**src/design/owvp_pkg.sv**
```systemverilog
// Shared types and constants for the omni wheel velocity to PWM block.
// No dependencies; imported by every module of the block.
`timescale 1ns / 1ps

package owvp_pkg;

  localparam int PWM_BITS_DEF = 12;
  localparam int NST          = 8;   // pipeline depth from input to output register

  // Configuration register indexes.
  localparam logic [2:0] REG_SINE     = 3'd0;
  localparam logic [2:0] REG_COSINE   = 3'd1;
  localparam logic [2:0] REG_INV_RAD  = 3'd2;
  localparam logic [2:0] REG_BODY     = 3'd3;
  localparam logic [2:0] REG_DEADBAND = 3'd4;
  localparam logic [2:0] REG_GAIN     = 3'd5;
  localparam logic [2:0] REG_OFFSET   = 3'd6;

  // Mixing coefficients in Q0.16.
  localparam logic signed [16:0] MIX_TWO_THIRDS  = 17'sd43691;
  localparam logic signed [16:0] MIX_ONE_THIRD   = 17'sd21845;
  localparam logic signed [16:0] MIX_ROOT3_THIRD = 17'sd37837;

  localparam int AB_W  = 33;  // rotated translation, Q26
  localparam int MIX_W = 50;  // mixed wheel sum, Q42
  localparam int T_W   = 24;  // mixed sum after the floor shift by 26

  typedef struct packed {
    logic signed [15:0] vel_x;
    logic signed [15:0] vel_y;
    logic signed [15:0] spin_rate;
  } in_item_t;

  typedef struct packed {
    logic [11:0] pwm_one;
    logic [11:0] pwm_two;
    logic [11:0] pwm_three;
    logic        dir_one;
    logic        dir_two;
    logic        dir_three;
  } out_item_t;

  typedef struct packed {
    logic signed [15:0] heading_sine;
    logic signed [15:0] heading_cosine;
    logic [15:0]        inv_wheel_radius;
    logic [15:0]        body_to_wheel;
    logic [15:0]        speed_deadband;
    logic [15:0]        pwm_gain;
    logic [15:0]        pwm_offset;
  } cfg_regs_t;

  localparam cfg_regs_t CFG_RESET = '{
    heading_sine:     16'sd2,
    heading_cosine:   -16'sd16384,
    inv_wheel_radius: 16'd4876,
    body_to_wheel:    16'd11796,
    speed_deadband:   16'd57,
    pwm_gain:         16'd5941,
    pwm_offset:       16'd9272
  };

  // Load enables of the pipeline stages, one per register stage.
  typedef struct packed {
    logic s1;
    logic s2;
    logic s3;
    logic s4;
    logic s5;
    logic s6;
    logic s7;
    logic s8;
  } pipe_en_t;

endpackage

```
**src/design/owvp_rotate.sv**
```systemverilog
// Stages one and two: heading rotation of the translation and the spin product.
// Depends on owvp_pkg.
`timescale 1ns / 1ps

module owvp_rotate
  import owvp_pkg::*;
(
  input  logic                   clk,
  input  pipe_en_t               en,
  input  in_item_t               item,
  input  cfg_regs_t              cfg,
  output logic signed [AB_W-1:0] a_out,
  output logic signed [AB_W-1:0] b_out,
  output logic signed [32:0]     spin_out
);

  logic signed [31:0] xs_r, yc_r, ys_r, xc_r;
  logic signed [31:0] xs_nxt, yc_nxt, ys_nxt, xc_nxt;
  logic signed [32:0] wh_r, wh_nxt;
  logic signed [AB_W-1:0] a_r, b_r, a_nxt, b_nxt;
  logic signed [32:0] spin_r;

  assign xs_nxt = item.vel_x * cfg.heading_sine;
  assign yc_nxt = item.vel_y * cfg.heading_cosine;
  assign ys_nxt = item.vel_y * cfg.heading_sine;
  assign xc_nxt = item.vel_x * cfg.heading_cosine;
  assign wh_nxt = item.spin_rate * $signed({1'b0, cfg.body_to_wheel});

  assign a_nxt = {xs_r[31], xs_r} - {yc_r[31], yc_r};
  assign b_nxt = {ys_r[31], ys_r} + {xc_r[31], xc_r};

  always_ff @(posedge clk) begin
    if (en.s1) begin
      xs_r <= xs_nxt;
      yc_r <= yc_nxt;
      ys_r <= ys_nxt;
      xc_r <= xc_nxt;
      wh_r <= wh_nxt;
    end
    if (en.s2) begin
      a_r    <= a_nxt;
      b_r    <= b_nxt;
      spin_r <= wh_r;
    end
  end

  assign a_out    = a_r;
  assign b_out    = b_r;
  assign spin_out = spin_r;

endmodule

```
**config.mk**
```make
export PLATFORM = sky130hd
export DESIGN_NAME = owvp_rotate
export DESIGN_NICKNAME = d
export VERILOG_FILES = /design/src/design/owvp_pkg.sv /design/src/design/owvp_rotate.sv
export SDC_FILE = /design/constraint.sdc
export NUM_CORES = 2
export LEC_CHECK = 0
export ABC_AREA = 1
export ABC_CLOCK_PERIOD_IN_PS = 13900
export BUFFER_PORTS_ARGS = -buffer_cell sky130_fd_sc_hd__buf_2
export CAP_MARGIN = 10
export CORE_AREA = 10 10 409 312
export CTS_BUF_LIST = sky130_fd_sc_hd__clkbuf_8
export DETAILED_ROUTE_END_ITERATION = 6
export DIE_AREA = 0 0 419 322
export GPL_TIMING_DRIVEN = 0
export PLACE_DENSITY = 0.76
export SYNTH_ARGS = -nofsm -noshare
export SYNTH_HDL_FRONTEND = slang
export SYNTH_SLANG_ARGS = --single-unit
export TNS_END_PERCENT = 5
```
**constraint.sdc**
```tcl
create_clock -name clk -period 13.9 [get_ports clk]
set_input_delay 2.085 -clock clk [delete_from_list [all_inputs] [get_ports clk]]
set_output_delay 2.085 -clock clk [all_outputs]
set_load 0.02 [all_outputs]
```
==> flow_summary.ini <==
[outcome]
status = finished, violations left
violations = design-rule violations

[logic_synthesis]
ys_async_sr_fraction = 0
synth-seq-cells = 260
syn_avg_cell_area_um2 = 7.73
syn_inst = 8436
yosys-top-cells-area = fa_1 (38%), inv_1 (15%), nand2_1 (14%)
synth-seq-area-share = 0.120
synth-edff-count = 260
netlist_area_mm2 = 0.0652
synth_common_cells = inv_1 (2544), nand2_1 (2455), fa_1 (1244)
synth_top_area_share = 0.382
synth_ff_type = edfxtp_1
synth_most_common_cell = inv_1
synth_nets = 10400
ys_warn_count = 0
synth_cell_types = 32
yosys.area.top_type = fa_1

[worst_hold_path]
hold_path.class = register to register
min_path_cells = 0

[clock_network]
clock_path_buffers = 3
cts.sinks = 260
insertion_delay_ns = 0.75
cts_tree = done
cts_root_buffer = clkbuf_8
clk_pin_slew_worst_paths_ns = 0.06
cts_buffers = 49
h-tree-depth = 2
postCtsHoldBufs = 0
postCtsSetupBuffers = 0
cts_resized = 0

[finish]
utilization = 0.580
fin_nets = 10600
multiInputGateArea_mm2 = 0.0469
layout-drive-gt1-share = 0.0397
stdcell_count = 10300
finalInstanceArea_mm2 = 0.0692
nFillCells = 11200
regArea_mm2 = 0.00781
area_delta_synth_final_pct = 6.17

[timing]
tns_ns = 0
relSlewSlack = 0.0225
rsz0062_at_grt = no
slew_viol_final = 0
period_minus_slack_ns = 8.94
tightest_slew_ns = 1.47
max_freq_ghz = 0.112
fin_crit_sh = 0.643
clock_skew_ns = 0.0548
hold_viol = 0
setup_viol = 0

[worst_setup_path]
rrSetupSlack_ns = 11.42
worstSetupPathType = input pin to register
worst_ep_arrival_time_ns = 9.42
crit_path_start_kind = input pin
cp_data_required_time_ns = 14.38
cp_max_fo = 10
endpoint_kind = register
ff2ff_path_depth = 8

[grt]
grt_pass1_wl_mm = 346
antenna_found_initial = 19
grt_overflow = 0
grt_max_degree = 87
grt_pass1_vias = 54900
grt_use_total = 0.347

[die]
start_util = 0.547
fp.dieW_um = 419
io_pins = 268
placementRows = 110
dieArea_mm2 = 0.135
core-area_mm2 = 0.119
dieHeight_um = 322

[placed_design]
placed_cells = 10200
portBuffers = 172
globalplace.congestion = 1.05
hpwl_mm = 198
placed_cell_area_mm2 = 0.0681

[route]
viasPerCell = 5.36
routedWlPerCell_um = 22.7
vias = 55100
detail_route.first_pass.iterations = 7
route.detailed.drc = 3
ant_nets = 0
drt_iter0_markers = 6345
drt-total-wl_mm = 234

[job]
cap_violations = 0
## metal layers
metal,up-vias,wire [um],global-route usage
li1,24700,-,-
met1,27100,102000,0.513
met2,2920,94000,0.486
met3,405,30200,0.110
met4,12,7410,0.0929
met5,-,527,0.00552
## cell type report
type                            instances  share of cell area
Clock buffer                           49             0.00974
Multi-Input combinational cell       5375               0.677
Tap cell                             1568              0.0283
Inverter                             2554               0.138
Clock inverter                         40             0.00493
Timing Repair Buffer                  180              0.0147
Antenna cell                           12            0.000434
Sequential cell                       260               0.113
Buffer                                247              0.0134
## kinds of logic after synthesis
family | Yosys count | synth area share
XOR/XNOR | 128 | 0.0172
AO/OA/AOI/OAI | 278 | 0.0232
flip-flops | 260 | 0.120
adder cells (fa/ha/maj) | 1758 | 0.480
buffers and inverters | 2801 | 0.161
AND/OR/NAND/NOR | 3211 | 0.198
## cell usage in the layout, fill, tap and decap left out, types with 24 or more instances in the layout
| cell | instances |
|---|---|
| inv_1 | 2551 |
| nor2_2 | 29 |
| nor2_1 | 292 |
| clkbuf_1 | 244 |
| o21ai_0 | 51 |
| edfxtp_1 | 260 |
| nor3_1 | 49 |
| nand4_1 | 66 |
| nand2_2 | 24 |
| xor2_1 | 113 |
| nand2_1 | 2455 |
| a21oi_1 | 173 |
| fa_1 | 1244 |
| o21bai_1 | 35 |
| nand3_1 | 242 |
| ha_1 | 514 |
| clkbuf_8 | 49 |
| buf_2 | 170 |
## worst paths after layout
| kind | startpoint | end |
|---|---|---|
| hold / removal | wh_r[4] | spin_out[4] |
| hold reg to reg | wh_r[4] | spin_out[4] |
| setup reg to reg | ys_r[19] | b_out[29] |
| setup / recovery | cfg[111] | xs_r[20] |
## sequential cells by signal (all words and copies together) (netlist names)
signal    cells
a_out        33
b_out        33
spin_out     33
wh_r         33
xc_r         32
xs_r         32
yc_r         32
ys_r         32
## per-stage QoR
| stage | setup WS, ns | hold WS (ns) |
|---|---|---|
| 2_1_floorplan | 6.66 | 0.400 |
| 3_3_place_gp | 4.63 | 0.402 |
| 3_5_place_dp | 4.63 | 0.407 |
| 4_1_cts | 5.41 | 0.422 |
| 5_1_grt | 4.89 | 0.426 |
| 6_report | 4.96 | 0.420 |
## critical path, cell delays in order
cell      delay [ns]
clkbuf_1        0.36
inv_1           0.72
clkbuf_1        0.96
nor2_1          0.16
fa_1            0.54
fa_1            0.66
fa_1            0.49
fa_1            0.46
fa_1            0.49
inv_1           0.05
fa_1            0.53
inv_1           0.06
ha_1            0.53
a21oi_1         0.16
o21ai_0         0.50
a21oi_1         0.09
nand3_1         0.14
xor2_1          0.43
Power is not shown: default switching activity piles up to over one toggle a cycle in this logic, so the estimate is an artifact.
