===== config.mk =====
export PLATFORM = sky130hd
export DESIGN_NAME = owvp_mix
export DESIGN_NICKNAME = d
export VERILOG_FILES = /design/src/design/owvp_pkg.sv /design/src/design/owvp_mix.sv
export SDC_FILE = /design/constraint.sdc
export NUM_CORES = 2
export LEC_CHECK = 0
export BUFFER_PORTS_ARGS = -buffer_cell sky130_fd_sc_hd__buf_4
export CAP_MARGIN = 15
export CORE_UTILIZATION = 45
export CTS_BUF_LIST = sky130_fd_sc_hd__clkbuf_4
export DETAILED_ROUTE_END_ITERATION = 10
export GPL_TIMING_DRIVEN = 1
export PLACE_DENSITY = 0.67
export SLEW_MARGIN = 20
export SYNTH_ARGS = -nofsm -noshare
export SYNTH_HDL_FRONTEND = slang
export SYNTH_SLANG_ARGS = --single-unit

===== constraint.sdc =====
create_clock -name clk -period 7.4 [get_ports clk]
set_input_delay 0.37 -clock clk [delete_from_list [all_inputs] [get_ports clk]]
set_output_delay 0.37 -clock clk [all_outputs]
set_load 0.01 [all_outputs]

===== src/design/owvp_pkg.sv =====
// Shared types and constants for the omni wheel velocity to PWM block.
// No dependencies; imported by every module of the block.
`timescale 1ns / 1ps

package owvp_pkg;

  localparam int PWM_BITS_DEF = 12;
  localparam int NST          = 8;   // pipeline depth from input to output register

  // Configuration register indexes.
  localparam logic [2:0] REG_SINE     = 3'd0;
  localparam logic [2:0] REG_COSINE   = 3'd1;
  localparam logic [2:0] REG_INV_RAD  = 3'd2;
  localparam logic [2:0] REG_BODY     = 3'd3;
  localparam logic [2:0] REG_DEADBAND = 3'd4;
  localparam logic [2:0] REG_GAIN     = 3'd5;
  localparam logic [2:0] REG_OFFSET   = 3'd6;

  // Mixing coefficients in Q0.16.
  localparam logic signed [16:0] MIX_TWO_THIRDS  = 17'sd43691;
  localparam logic signed [16:0] MIX_ONE_THIRD   = 17'sd21845;
  localparam logic signed [16:0] MIX_ROOT3_THIRD = 17'sd37837;

  localparam int AB_W  = 33;  // rotated translation, Q26
  localparam int MIX_W = 50;  // mixed wheel sum, Q42
  localparam int T_W   = 24;  // mixed sum after the floor shift by 26

  typedef struct packed {
    logic signed [15:0] vel_x;
    logic signed [15:0] vel_y;
    logic signed [15:0] spin_rate;
  } in_item_t;

  typedef struct packed {
    logic [11:0] pwm_one;
    logic [11:0] pwm_two;
    logic [11:0] pwm_three;
    logic        dir_one;
    logic        dir_two;
    logic        dir_three;
  } out_item_t;

  typedef struct packed {
    logic signed [15:0] heading_sine;
    logic signed [15:0] heading_cosine;
    logic [15:0]        inv_wheel_radius;
    logic [15:0]        body_to_wheel;
    logic [15:0]        speed_deadband;
    logic [15:0]        pwm_gain;
    logic [15:0]        pwm_offset;
  } cfg_regs_t;

  localparam cfg_regs_t CFG_RESET = '{
    heading_sine:     16'sd2,
    heading_cosine:   -16'sd16384,
    inv_wheel_radius: 16'd4876,
    body_to_wheel:    16'd11796,
    speed_deadband:   16'd57,
    pwm_gain:         16'd5941,
    pwm_offset:       16'd9272
  };

  // Load enables of the pipeline stages, one per register stage.
  typedef struct packed {
    logic s1;
    logic s2;
    logic s3;
    logic s4;
    logic s5;
    logic s6;
    logic s7;
    logic s8;
  } pipe_en_t;

endpackage


===== src/design/owvp_mix.sv =====
// Stages three and four: three-wheel mixing and the reduction to Q16.
// Depends on owvp_pkg.
`timescale 1ns / 1ps

module owvp_mix
  import owvp_pkg::*;
(
  input  logic                   clk,
  input  pipe_en_t               en,
  input  logic signed [AB_W-1:0] a_in,
  input  logic signed [AB_W-1:0] b_in,
  input  logic signed [32:0]     spin_in,
  output logic signed [T_W-1:0]  t_one,
  output logic signed [T_W-1:0]  t_two,
  output logic signed [T_W-1:0]  t_three
);

  logic signed [MIX_W-1:0] ka2_r, ka1_r, kb_r;
  logic signed [MIX_W-1:0] ka2_nxt, ka1_nxt, kb_nxt;
  logic signed [32:0]      spin_r;
  logic signed [MIX_W-1:0] spin_q42;
  logic signed [MIX_W-1:0] m1, m2, m3;
  logic signed [T_W-1:0]   t1_r, t2_r, t3_r;

  assign ka2_nxt = MIX_W'(a_in) * MIX_W'(MIX_TWO_THIRDS);
  assign ka1_nxt = MIX_W'(a_in) * MIX_W'(MIX_ONE_THIRD);
  assign kb_nxt  = MIX_W'(b_in) * MIX_W'(MIX_ROOT3_THIRD);

  // The spin term is brought to Q42 by a left shift of 14.
  assign spin_q42 = {{(MIX_W - 47){spin_r[32]}}, spin_r, 14'b0};

  assign m1 = ka2_r + spin_q42;
  assign m2 = kb_r - ka1_r + spin_q42;
  assign m3 = spin_q42 - ka1_r - kb_r;

  always_ff @(posedge clk) begin
    if (en.s3) begin
      ka2_r  <= ka2_nxt;
      ka1_r  <= ka1_nxt;
      kb_r   <= kb_nxt;
      spin_r <= spin_in;
    end
    if (en.s4) begin
      // Dropping the low 26 bits of a two's complement value is a floor shift.
      t1_r <= m1[MIX_W-1:26];
      t2_r <= m2[MIX_W-1:26];
      t3_r <= m3[MIX_W-1:26];
    end
  end

  assign t_one   = t1_r;
  assign t_two   = t2_r;
  assign t_three = t3_r;

endmodule


==> key figures <==
Outcome
  • Run status: complete, no violations

Timing
  • Worst Max-Slew Pin Slew: 1.05 ns
  • Period minus WS final: 6.27 ns
  • Unrepaired setup endpoints after global routing: false
  • Worst slew margin: 30.1%
  • FMAX: 159 MHz
  • Final Hold Viols: 0
  • Slew Viols, Final: 0
  • Setup TNS: 0 ns
  • Finish-stage setup viols: 0
  • Post-Route Skew: 0.0926 ns
  • Worst hold slack: 0.0740 ns
  • Fin crit share: 84.8%

Floorplan
  • Core ar.: 86600 um^2
  • Die area: 88500 um^2
  • Cell Rows: 108
  • Initial Util: 45.4%
  • Die height: 298 um
  • Boundary pin count: 180
  • Chip width: 298 um

Place
  • Post-DP HPWL: 77500 um
  • Placed cells: 5329
  • Port buffer count: 173
  • GPL Wtd Cong: 0.907

Setup path
  • RR Startpoint: spin_r[5]
  • Last element of the critical path: ka1_r[43]
  • Reg2reg setup slack: 2.58 ns
  • Reg2Reg Depth: 14
  • Setup crit start kind: input pin
  • Worst Path Required: 7.93 ns
  • Worst EP arrival: 6.80 ns
  • CP max FO: 7
  • Reg-to-reg endpoint: t_three[23]
  • Worst setup EP type: flip-flop
  • CP startpoint: a_in[0]
  • Critical path class: input pin to flip-flop

Min path
  • Hold Path Class: input pin to flip-flop

Synthesis
  • Share of the synthesized area in the top cell type: 27.6%
  • Gate Count Post-Synth: 4025
  • Main combinational cell family by area after synthesis: adder cells
  • Dominant cells by area after synthesis: fa_1 (28%), ha_1 (21%), edfxtp_1 (18%)
  • Syn Area/Cell: 9.77 um^2
  • Seq/Total Area, Yosys: 18.3%
  • Ys flop type: edfxtp_1
  • Unique masters post-synth: 77
  • Synth Area in XOR/XNOR: 5.17%
  • Async S/R FF share, synth: 0%
  • Cell taking the most area after synthesis: fa_1
  • Commonest cells in the netlist: inv_1 (1237), ha_1 (648), fa_1 (541)
  • Number of synthesized flops with an enable pin: 240
  • Mux contribution to synthesized area: 0.102%
  • Adder-Cell Fraction of Synth Area: 48.2%
  • Cell area after synthesis: 39300 um^2
  • Compound-Gate Fraction of Synth Area: 10.7%
  • YS warnings: 0
  • Synth Area in Simple Gates: 5.33%
  • Most common cell in the netlist: inv_1
  • Post-Syn Nets: 5322
  • Post-synthesis register bit count: 240

CTS
  • Sink Count: 240
  • Clock slew at reported path FFs: 0.07 ns
  • CTS Buf Count: 54
  • Post-cts resize count: 0
  • Clk_lat worst skew: 0.78 ns
  • H-tree depth: 2
  • Bufs on Longest Clock Path: 3
  • Root buffer cell: clkbuf_4
  • TritonCTS clock tree: done

Global routing
  • Global-route wire length before repair: 148000 um
  • Vias in the first global route: 28500
  • Remaining Overflow, GRT: 0
  • Total track usage: 21.3%
  • Largest net degree at the start of global routing: 73
  • Antenna violations before repair: 4

Drt
  • Vias per cell: 5.03
  • Via Count: 27500
  • DR iter-0 viols: 1584
  • DRC violations left: 0
  • Routed wire length: 91000 um
  • Detail Route Antenna Nets: 0
  • Router iterations before antenna repair: 6
  • Wire per inst: 16.7 um

Layout
  • Area Growth Syn to Fin: 9.44%
  • Nets: 5565
  • Share of post-route cells with drive strength above 1: 6.51%
  • Post-Route Utilization: 49.7%
  • Post-route insts no fill: 5458

Run
  • Max-cap viol count: 0
registers in the layout, indices dropped and copies added (netlist names):
signal and cells:
kb_r 50, ka1_r 48, ka2_r 37, spin_r 33, t_one 24, t_three 24
t_two 24
metrics by stage:
stage / instance area [um^2] / worst slack, ns
2_1_floorplan: 39300 / 1.35
3_3_place_gp: 42000 / 0.553
3_5_place_dp: 42000 / 0.477
4_1_cts: 43000 / 1.21
5_1_grt: 43000 / 0.804
6_report: 43000 / 1.13
logic make-up (layout without fill, tap and decap cells):
family          Yosys count  count (layout)
buf+inv                1267            1544
fa+ha+maj              1190            1190
compound gates          659             659
simple gates            433             433
flops                   240             240
xor+xnor                232             232
mux                       4               4
other cells               0               1
per-layer routing:
| metal | part of all wire, % | vias up | global-route usage (%) |
|---|---|---|---|
| li1 | - | 13300 | - |
| met1 | 44 | 13500 | 28.6 |
| met2 | 49 | 612 | 36.5 |
| met3 | 5.4 | 97 | 3.01 |
| met4 | 1.7 | 0 | 4.03 |
| met5 | 0 | - | 0 |
worst min-delay path by stage:
stage,end,depth (start not counted),from
global route,kb_r[2],2,b_in[2]
CTS,kb_r[2],2,b_in[2]
floorplan,ka1_r[1],0,a_in[1]
finish,kb_r[2],2,b_in[2]
global placement,spin_r[29],1,spin_in[29]
detailed placement,spin_r[30],1,spin_in[30]
area by class of cell:
class	instances	area, um^2
fill	8064	43600
multi-input combinational	2518	27300
sequential	240	7210
inverter	1237	4640
timing repair buffer	217	1730
tap	1155	1450
clock buffer	71	533
clock inverter	19	114
antenna	1	2.50
critical path, cell delays in order:
cell	delay, ns
dlygate4sd3_1	0.55
buf_4	0.19
ha_1	0.25
ha_1	0.21
fa_1	0.48
inv_1	0.05
fa_1	0.57
inv_1	0.06
fa_1	0.47
inv_1	0.04
fa_1	0.49
inv_1	0.05
ha_1	0.36
a21o_1	0.20
nor3_1	0.14
o21ai_0	0.13
o211ai_1	0.28
o211ai_1	0.25
o31ai_1	0.42
o21ai_0	0.24
a31oi_1	0.43
o21a_1	0.29
o31ai_1	0.11
xor2_1	0.16
timing repair:
action	in CTS	in global routing
hold buffers	38	0
endpoints found under the hold margin	68	0
buffers inserted	0	0
placed cells by master (no fill, tap or decap), drive strengths merged, types with 71 or more instances in the layout:
cell type,n
xnor2,135
o21ai,109
clkbuf,71
edfxtp,240
xor2,97
ha,648
nor2,102
nand2,129
inv,1238
a21o,121
a21oi,234
buf,179
fa,541
Power is left out: the tool's default activity adds up to more than one toggle a clock period on the data nets, which glitch-free logic cannot reach.
