==> src/design/owvp_pkg.sv <==
// Shared types and constants for the omni wheel velocity to PWM block.
// No dependencies; imported by every module of the block.
`timescale 1ns / 1ps

package owvp_pkg;

  localparam int PWM_BITS_DEF = 12;
  localparam int NST          = 8;   // pipeline depth from input to output register

  // Configuration register indexes.
  localparam logic [2:0] REG_SINE     = 3'd0;
  localparam logic [2:0] REG_COSINE   = 3'd1;
  localparam logic [2:0] REG_INV_RAD  = 3'd2;
  localparam logic [2:0] REG_BODY     = 3'd3;
  localparam logic [2:0] REG_DEADBAND = 3'd4;
  localparam logic [2:0] REG_GAIN     = 3'd5;
  localparam logic [2:0] REG_OFFSET   = 3'd6;

  // Mixing coefficients in Q0.16.
  localparam logic signed [16:0] MIX_TWO_THIRDS  = 17'sd43691;
  localparam logic signed [16:0] MIX_ONE_THIRD   = 17'sd21845;
  localparam logic signed [16:0] MIX_ROOT3_THIRD = 17'sd37837;

  localparam int AB_W  = 33;  // rotated translation, Q26
  localparam int MIX_W = 50;  // mixed wheel sum, Q42
  localparam int T_W   = 24;  // mixed sum after the floor shift by 26

  typedef struct packed {
    logic signed [15:0] vel_x;
    logic signed [15:0] vel_y;
    logic signed [15:0] spin_rate;
  } in_item_t;

  typedef struct packed {
    logic [11:0] pwm_one;
    logic [11:0] pwm_two;
    logic [11:0] pwm_three;
    logic        dir_one;
    logic        dir_two;
    logic        dir_three;
  } out_item_t;

  typedef struct packed {
    logic signed [15:0] heading_sine;
    logic signed [15:0] heading_cosine;
    logic [15:0]        inv_wheel_radius;
    logic [15:0]        body_to_wheel;
    logic [15:0]        speed_deadband;
    logic [15:0]        pwm_gain;
    logic [15:0]        pwm_offset;
  } cfg_regs_t;

  localparam cfg_regs_t CFG_RESET = '{
    heading_sine:     16'sd2,
    heading_cosine:   -16'sd16384,
    inv_wheel_radius: 16'd4876,
    body_to_wheel:    16'd11796,
    speed_deadband:   16'd57,
    pwm_gain:         16'd5941,
    pwm_offset:       16'd9272
  };

  // Load enables of the pipeline stages, one per register stage.
  typedef struct packed {
    logic s1;
    logic s2;
    logic s3;
    logic s4;
    logic s5;
    logic s6;
    logic s7;
    logic s8;
  } pipe_en_t;

endpackage

==> src/design/owvp_drive.sv <==
// Stages five to eight for one wheel: radius scaling, direction, deadband and PWM.
// Depends on owvp_pkg.
`timescale 1ns / 1ps

module owvp_drive
  import owvp_pkg::*;
#(
  parameter int PWM_BITS = PWM_BITS_DEF
)
(
  input  logic                  clk,
  input  pipe_en_t              en,
  input  logic signed [T_W-1:0] t_in,
  input  cfg_regs_t             cfg,
  output logic [11:0]           pwm,
  output logic                  dir
);

  localparam int PROD_W = T_W + 17;
  localparam int W_W    = PROD_W - 8;
  localparam int GP_W   = W_W + 16;
  localparam int SUM_W  = GP_W + 1;
  localparam int P_W    = SUM_W - 24;
  localparam logic [P_W-1:0] PMAX = (P_W'(1) << PWM_BITS) - P_W'(1);

  logic signed [PROD_W-1:0] prod_r, prod_nxt;
  logic signed [W_W-1:0]    w;
  logic [W_W-1:0]           mag_r, mag_nxt;
  logic                     dir6_r, dir7_r, dir8_r;
  logic [GP_W-1:0]          gp_r, gp_nxt;
  logic                     zero_r, zero_nxt;
  logic [SUM_W-1:0]         sum;
  logic [P_W-1:0]           p, p_sat;
  logic [11:0]              pwm_r, pwm_nxt;

  assign prod_nxt = PROD_W'(t_in) * PROD_W'($signed({1'b0, cfg.inv_wheel_radius}));

  // Floor shift by 8 of the scaled speed.
  assign w       = prod_r[PROD_W-1:8];
  assign mag_nxt = w[W_W-1] ? (W_W'(0) - W_W'(w)) : W_W'(w);

  assign gp_nxt   = GP_W'(cfg.pwm_gain) * GP_W'(mag_r);
  assign zero_nxt = mag_r <= W_W'({cfg.speed_deadband, 8'b0});

  assign sum   = SUM_W'(gp_r) + SUM_W'({cfg.pwm_offset, 16'b0});
  assign p     = sum[SUM_W-1:24];
  assign p_sat = (p > PMAX) ? PMAX : p;

  always_comb begin
    pwm_nxt = 12'(p_sat);
    if (zero_r) begin
      pwm_nxt = 12'd0;
    end
  end

  always_ff @(posedge clk) begin
    if (en.s5) begin
      prod_r <= prod_nxt;
    end
    if (en.s6) begin
      mag_r  <= mag_nxt;
      dir6_r <= ~w[W_W-1];
    end
    if (en.s7) begin
      gp_r   <= gp_nxt;
      zero_r <= zero_nxt;
      dir7_r <= dir6_r;
    end
    if (en.s8) begin
      pwm_r  <= pwm_nxt;
      dir8_r <= dir7_r;
    end
  end

  assign pwm = pwm_r;
  assign dir = dir8_r;

endmodule

==> config.mk <==
export PLATFORM = sky130hd
export DESIGN_NAME = owvp_drive
export DESIGN_NICKNAME = d
export VERILOG_FILES = /design/src/design/owvp_pkg.sv /design/src/design/owvp_drive.sv
export SDC_FILE = /design/constraint.sdc
export NUM_CORES = 2
export LEC_CHECK = 0
export BUFFER_PORTS_ARGS = -buffer_cell sky130_fd_sc_hd__buf_2
export CORE_UTILIZATION = 55
export DETAILED_ROUTE_END_ITERATION = 10
export GPL_TIMING_DRIVEN = 0
export PLACE_DENSITY = 0.72
export SYNTH_ARGS = -nofsm -noshare
export SYNTH_HDL_FRONTEND = slang
export SYNTH_SLANG_ARGS = --single-unit
export TNS_END_PERCENT = 10
==> constraint.sdc <==
create_clock -name clk -period 19.1 [get_ports clk]
set_input_delay 3.82 -clock clk [delete_from_list [all_inputs] [get_ports clk]]
set_output_delay 3.82 -clock clk [all_outputs]
set_load 0.01 [all_outputs]
==> flow_summary_export.csv <==
group,metric,value,unit
status,status,"complete, no violations",
hold_path,hold_path.class,"reg2reg",
die,die_area,64480,µm²
sta,slew_violations,0,
yosys,ys_ff_latch,115,
cts,cts.htree.levels,4,
final_layout,area_delta_synth_final,6.302,%
yosys,yosysUniqueCellTypes,65,
routing,vias,25570,
yosys,dominantRegCellSynth,"edfxtp_1",
routing,ant_nets,0,
die,die_h,253.9,µm
sta,relSlewSlack,0.2824,
cts,cts_sinks,115,
grt,gr-usage-all-layers,0.3086,
yosys,synthCells,3737,
die,ios,158,
final_layout,multi_input_area,27380,µm²
sta,period_minus_slack,11.24,ns
critical_path,worstPathMaxFanout,10,
sta,clock.fmax,88.98,MHz
routing,drc,0,
grt,grt-ovfl-total,0,
critical_path,crit_arrival,11.43,ns
placement,gp_congestion,0.9952,
cts,clk_path_buf_depth,2,
critical_path,critical_path_required,19.29,ns
grt,grt_pass1_wl,148600,µm
grt,grt_antenna_before_repair,4,
yosys,synth_edf_count,115,
die,fp-row-count,91,
die,design.core.area,62170,µm²
placement,portBuffers,105,
die,die_x,253.9,µm
yosys,avgSynthCellArea,9.341,µm²
final_layout,seq_area,3453,µm²
routing,routed_wirelength,94170,µm
routing,drt-initial-drc-count,1879,
yosys,synth_nets,4937,
sta,fin_setup_tns,0,ns
cts,clk_latency,0.45,ns
yosys,async_reset_ff_frac,0,
final_layout,fillCellCount,5473,
critical_path,end_kind,"flip-flop",
cts,cts_resized,0,
cts,root_buffer,"clkbuf_16",
grt,grt_max_degree,36,
cts,post_cts_buffers,0,
cts,numCtsBuffers,17,
run,cap_violations,0,
critical_path,critPathKind,"in2reg",
sta,worst_slew_pin_slew,1.071,ns
yosys,yosysWarnings,0,
yosys,ys_seq_area_frac,0.09893,
cts,holdBufCountCts,0,
final_layout,final_core_utilization,0.5969,
final_layout,drive_gt1_frac,0.04104,
sta,hold_viol_final,0,
cts,cts_tree,"done",
yosys,netlist_area,34910,µm²
final_layout,nets,5061,
routing,drt-wirelength-per-cell,19.97,µm
sta,clock_skew,0.01060,ns
grt,grt_pass1_vias,26820,
cts,clk_pin_slew,0.06,ns
sta,fin_crit_sh,0.5884,
routing,viasPerCell,5.424,
sta,rsz0062_at_grt,"no",
die,initial_core_util,0.5615,
placement,hpwlAfterDp,78720,µm
critical_path,start_kind,"input pin",
sta,setup-violations-final,0,
routing,dr.pass1.iters,5,
[cell type report]
type                       count  area share
clock buffer                  17     0.01146
multi-input combinational   2538      0.7378
sequential                   115     0.09307
clock inverter                15    0.005159
antenna                        4   0.0002698
timing repair buffer         105     0.01416
tap                          837     0.02822
buffer                       151     0.01548
inverter                     933     0.09438
[synth_stat cells (6+ instances only)]
library cell	number	share of area
o41ai_1	6	0.0015
inv_1	933	0.10
ha_1	249	0.089
and2_1	365	0.065
a21oi_1	55	0.0079
nor2_1	52	0.0056
a21o_1	48	0.010
o21ai_1	14	0.0020
and3_1	14	0.0025
nand2_1	578	0.062
fa_1	806	0.46
a31oi_1	11	0.0020
o21ai_0	20	0.0029
o21a_1	19	0.0041
nor4_1	9	0.0016
nor3_1	19	0.0027
xnor2_1	81	0.020
nor2b_1	19	0.0034
xor2_1	26	0.0065
o31ai_1	13	0.0028
nand3_1	19	0.0027
o21bai_1	7	0.0015
clkbuf_1	150	0.016
a21oi_2	12	0.0030
edfxtp_1	115	0.099
nand4_1	20	0.0036
nand2b_1	9	0.0016
and4_1	7	0.0018
[cells by family after synthesis]
| logic type | share of synthesized area |
|---|---|
| AND/OR/NAND/NOR | 0.1570 |
| buffers and inverters | 0.1168 |
| adder cells (fa/ha/maj) | 0.5515 |
| AO/OA/AOI/OAI | 0.04771 |
| flip-flops | 0.09893 |
| XOR/XNOR | 0.02685 |
| multiplexers | 0.001183 |
[registers in the layout, indices dropped and copies added (netlist names)]
name / flops
gp_r: 33
mag_r: 33
prod_r: 33
pwm: 12
dir: 1
dir6_r: 1
dir7_r: 1
zero_r: 1
[through the flow]
step	instances	instance area [µm²]	worst slack (ns)	hold slack (ns)
2_1_floorplan	3737	34910	9.013	0.4003
3_3_place_gp	4679	36480	7.607	0.4390
3_5_place_dp	4679	36480	7.577	0.4452
4_1_cts	4711	37100	8.010	0.4487
5_1_grt	4711	37100	7.702	0.4526
6_report	4715	37110	7.861	0.4379
[critical path, stage by stage]
cell and delay [ns]:
buf_2 0.23, clkbuf_1 0.68, nand2_1 0.19, fa_1 0.60, inv_1 0.06, fa_1 0.48, fa_1 0.52, fa_1 0.51
fa_1 0.49, inv_1 0.04, fa_1 0.47, inv_1 0.04, ha_1 0.30, o21a_1 0.22, o21ai_1 0.51, nand2b_1 0.21
o22ai_1 0.07, nor3_1 0.86, o31ai_1 0.40, a31oi_1 0.39, inv_1 0.07, a21oi_1 0.17, xnor2_1 0.08
[cell usage in the layout, fill, tap and decap left out, types with 5 or more instances in the layout]
master,n
o21a_1,19
buf_2,105
o21ai_0,20
fa_1,806
inv_1,933
a21oi_1,55
a21o_1,48
and4_1,7
o21bai_1,7
nand4_1,20
clkbuf_16,17
nand2_1,578
o31ai_1,13
and2_1,365
xor2_1,26
a31oi_1,11
o41ai_1,6
nor2b_1,19
nor3_1,19
edfxtp_1,115
clkbuf_1,150
nor2_1,52
ha_1,249
nor4_1,9
xnor2_1,81
or4_1,5
o21ai_1,14
nand2b_1,9
a21oi_2,12
nand3_1,19
and3_1,14
[path summary, 6_finish.rpt]
path | endpoint | start | slack, ns | depth (start not counted)
worst max-delay path | gp_r[45] | cfg[23] | 7.86 | 23
worst min-delay path | dir | dir7_r | 0.44 | 0
worst max register to register | gp_r[45] | mag_r[24] | 10.65 | 23
worst min register to register | dir | dir7_r | 0.44 | 0
[per-layer routing]
metal / global-route usage / vias to the layer above / routed length [µm] / part of all wire
li1: - / 11310 / - / -
met1: 0.3913 / 12800 / 36350 / 0.39
met2: 0.5052 / 1197 / 43660 / 0.46
met3: 0.06187 / 265 / 8584 / 0.091
met4: 0.1523 / 6 / 5530 / 0.059
met5: 0 / - / 40 / 0.00042
Power is left out: the tool's default activity adds up to more than one toggle a clock period on the data nets, which glitch-free logic cannot reach.
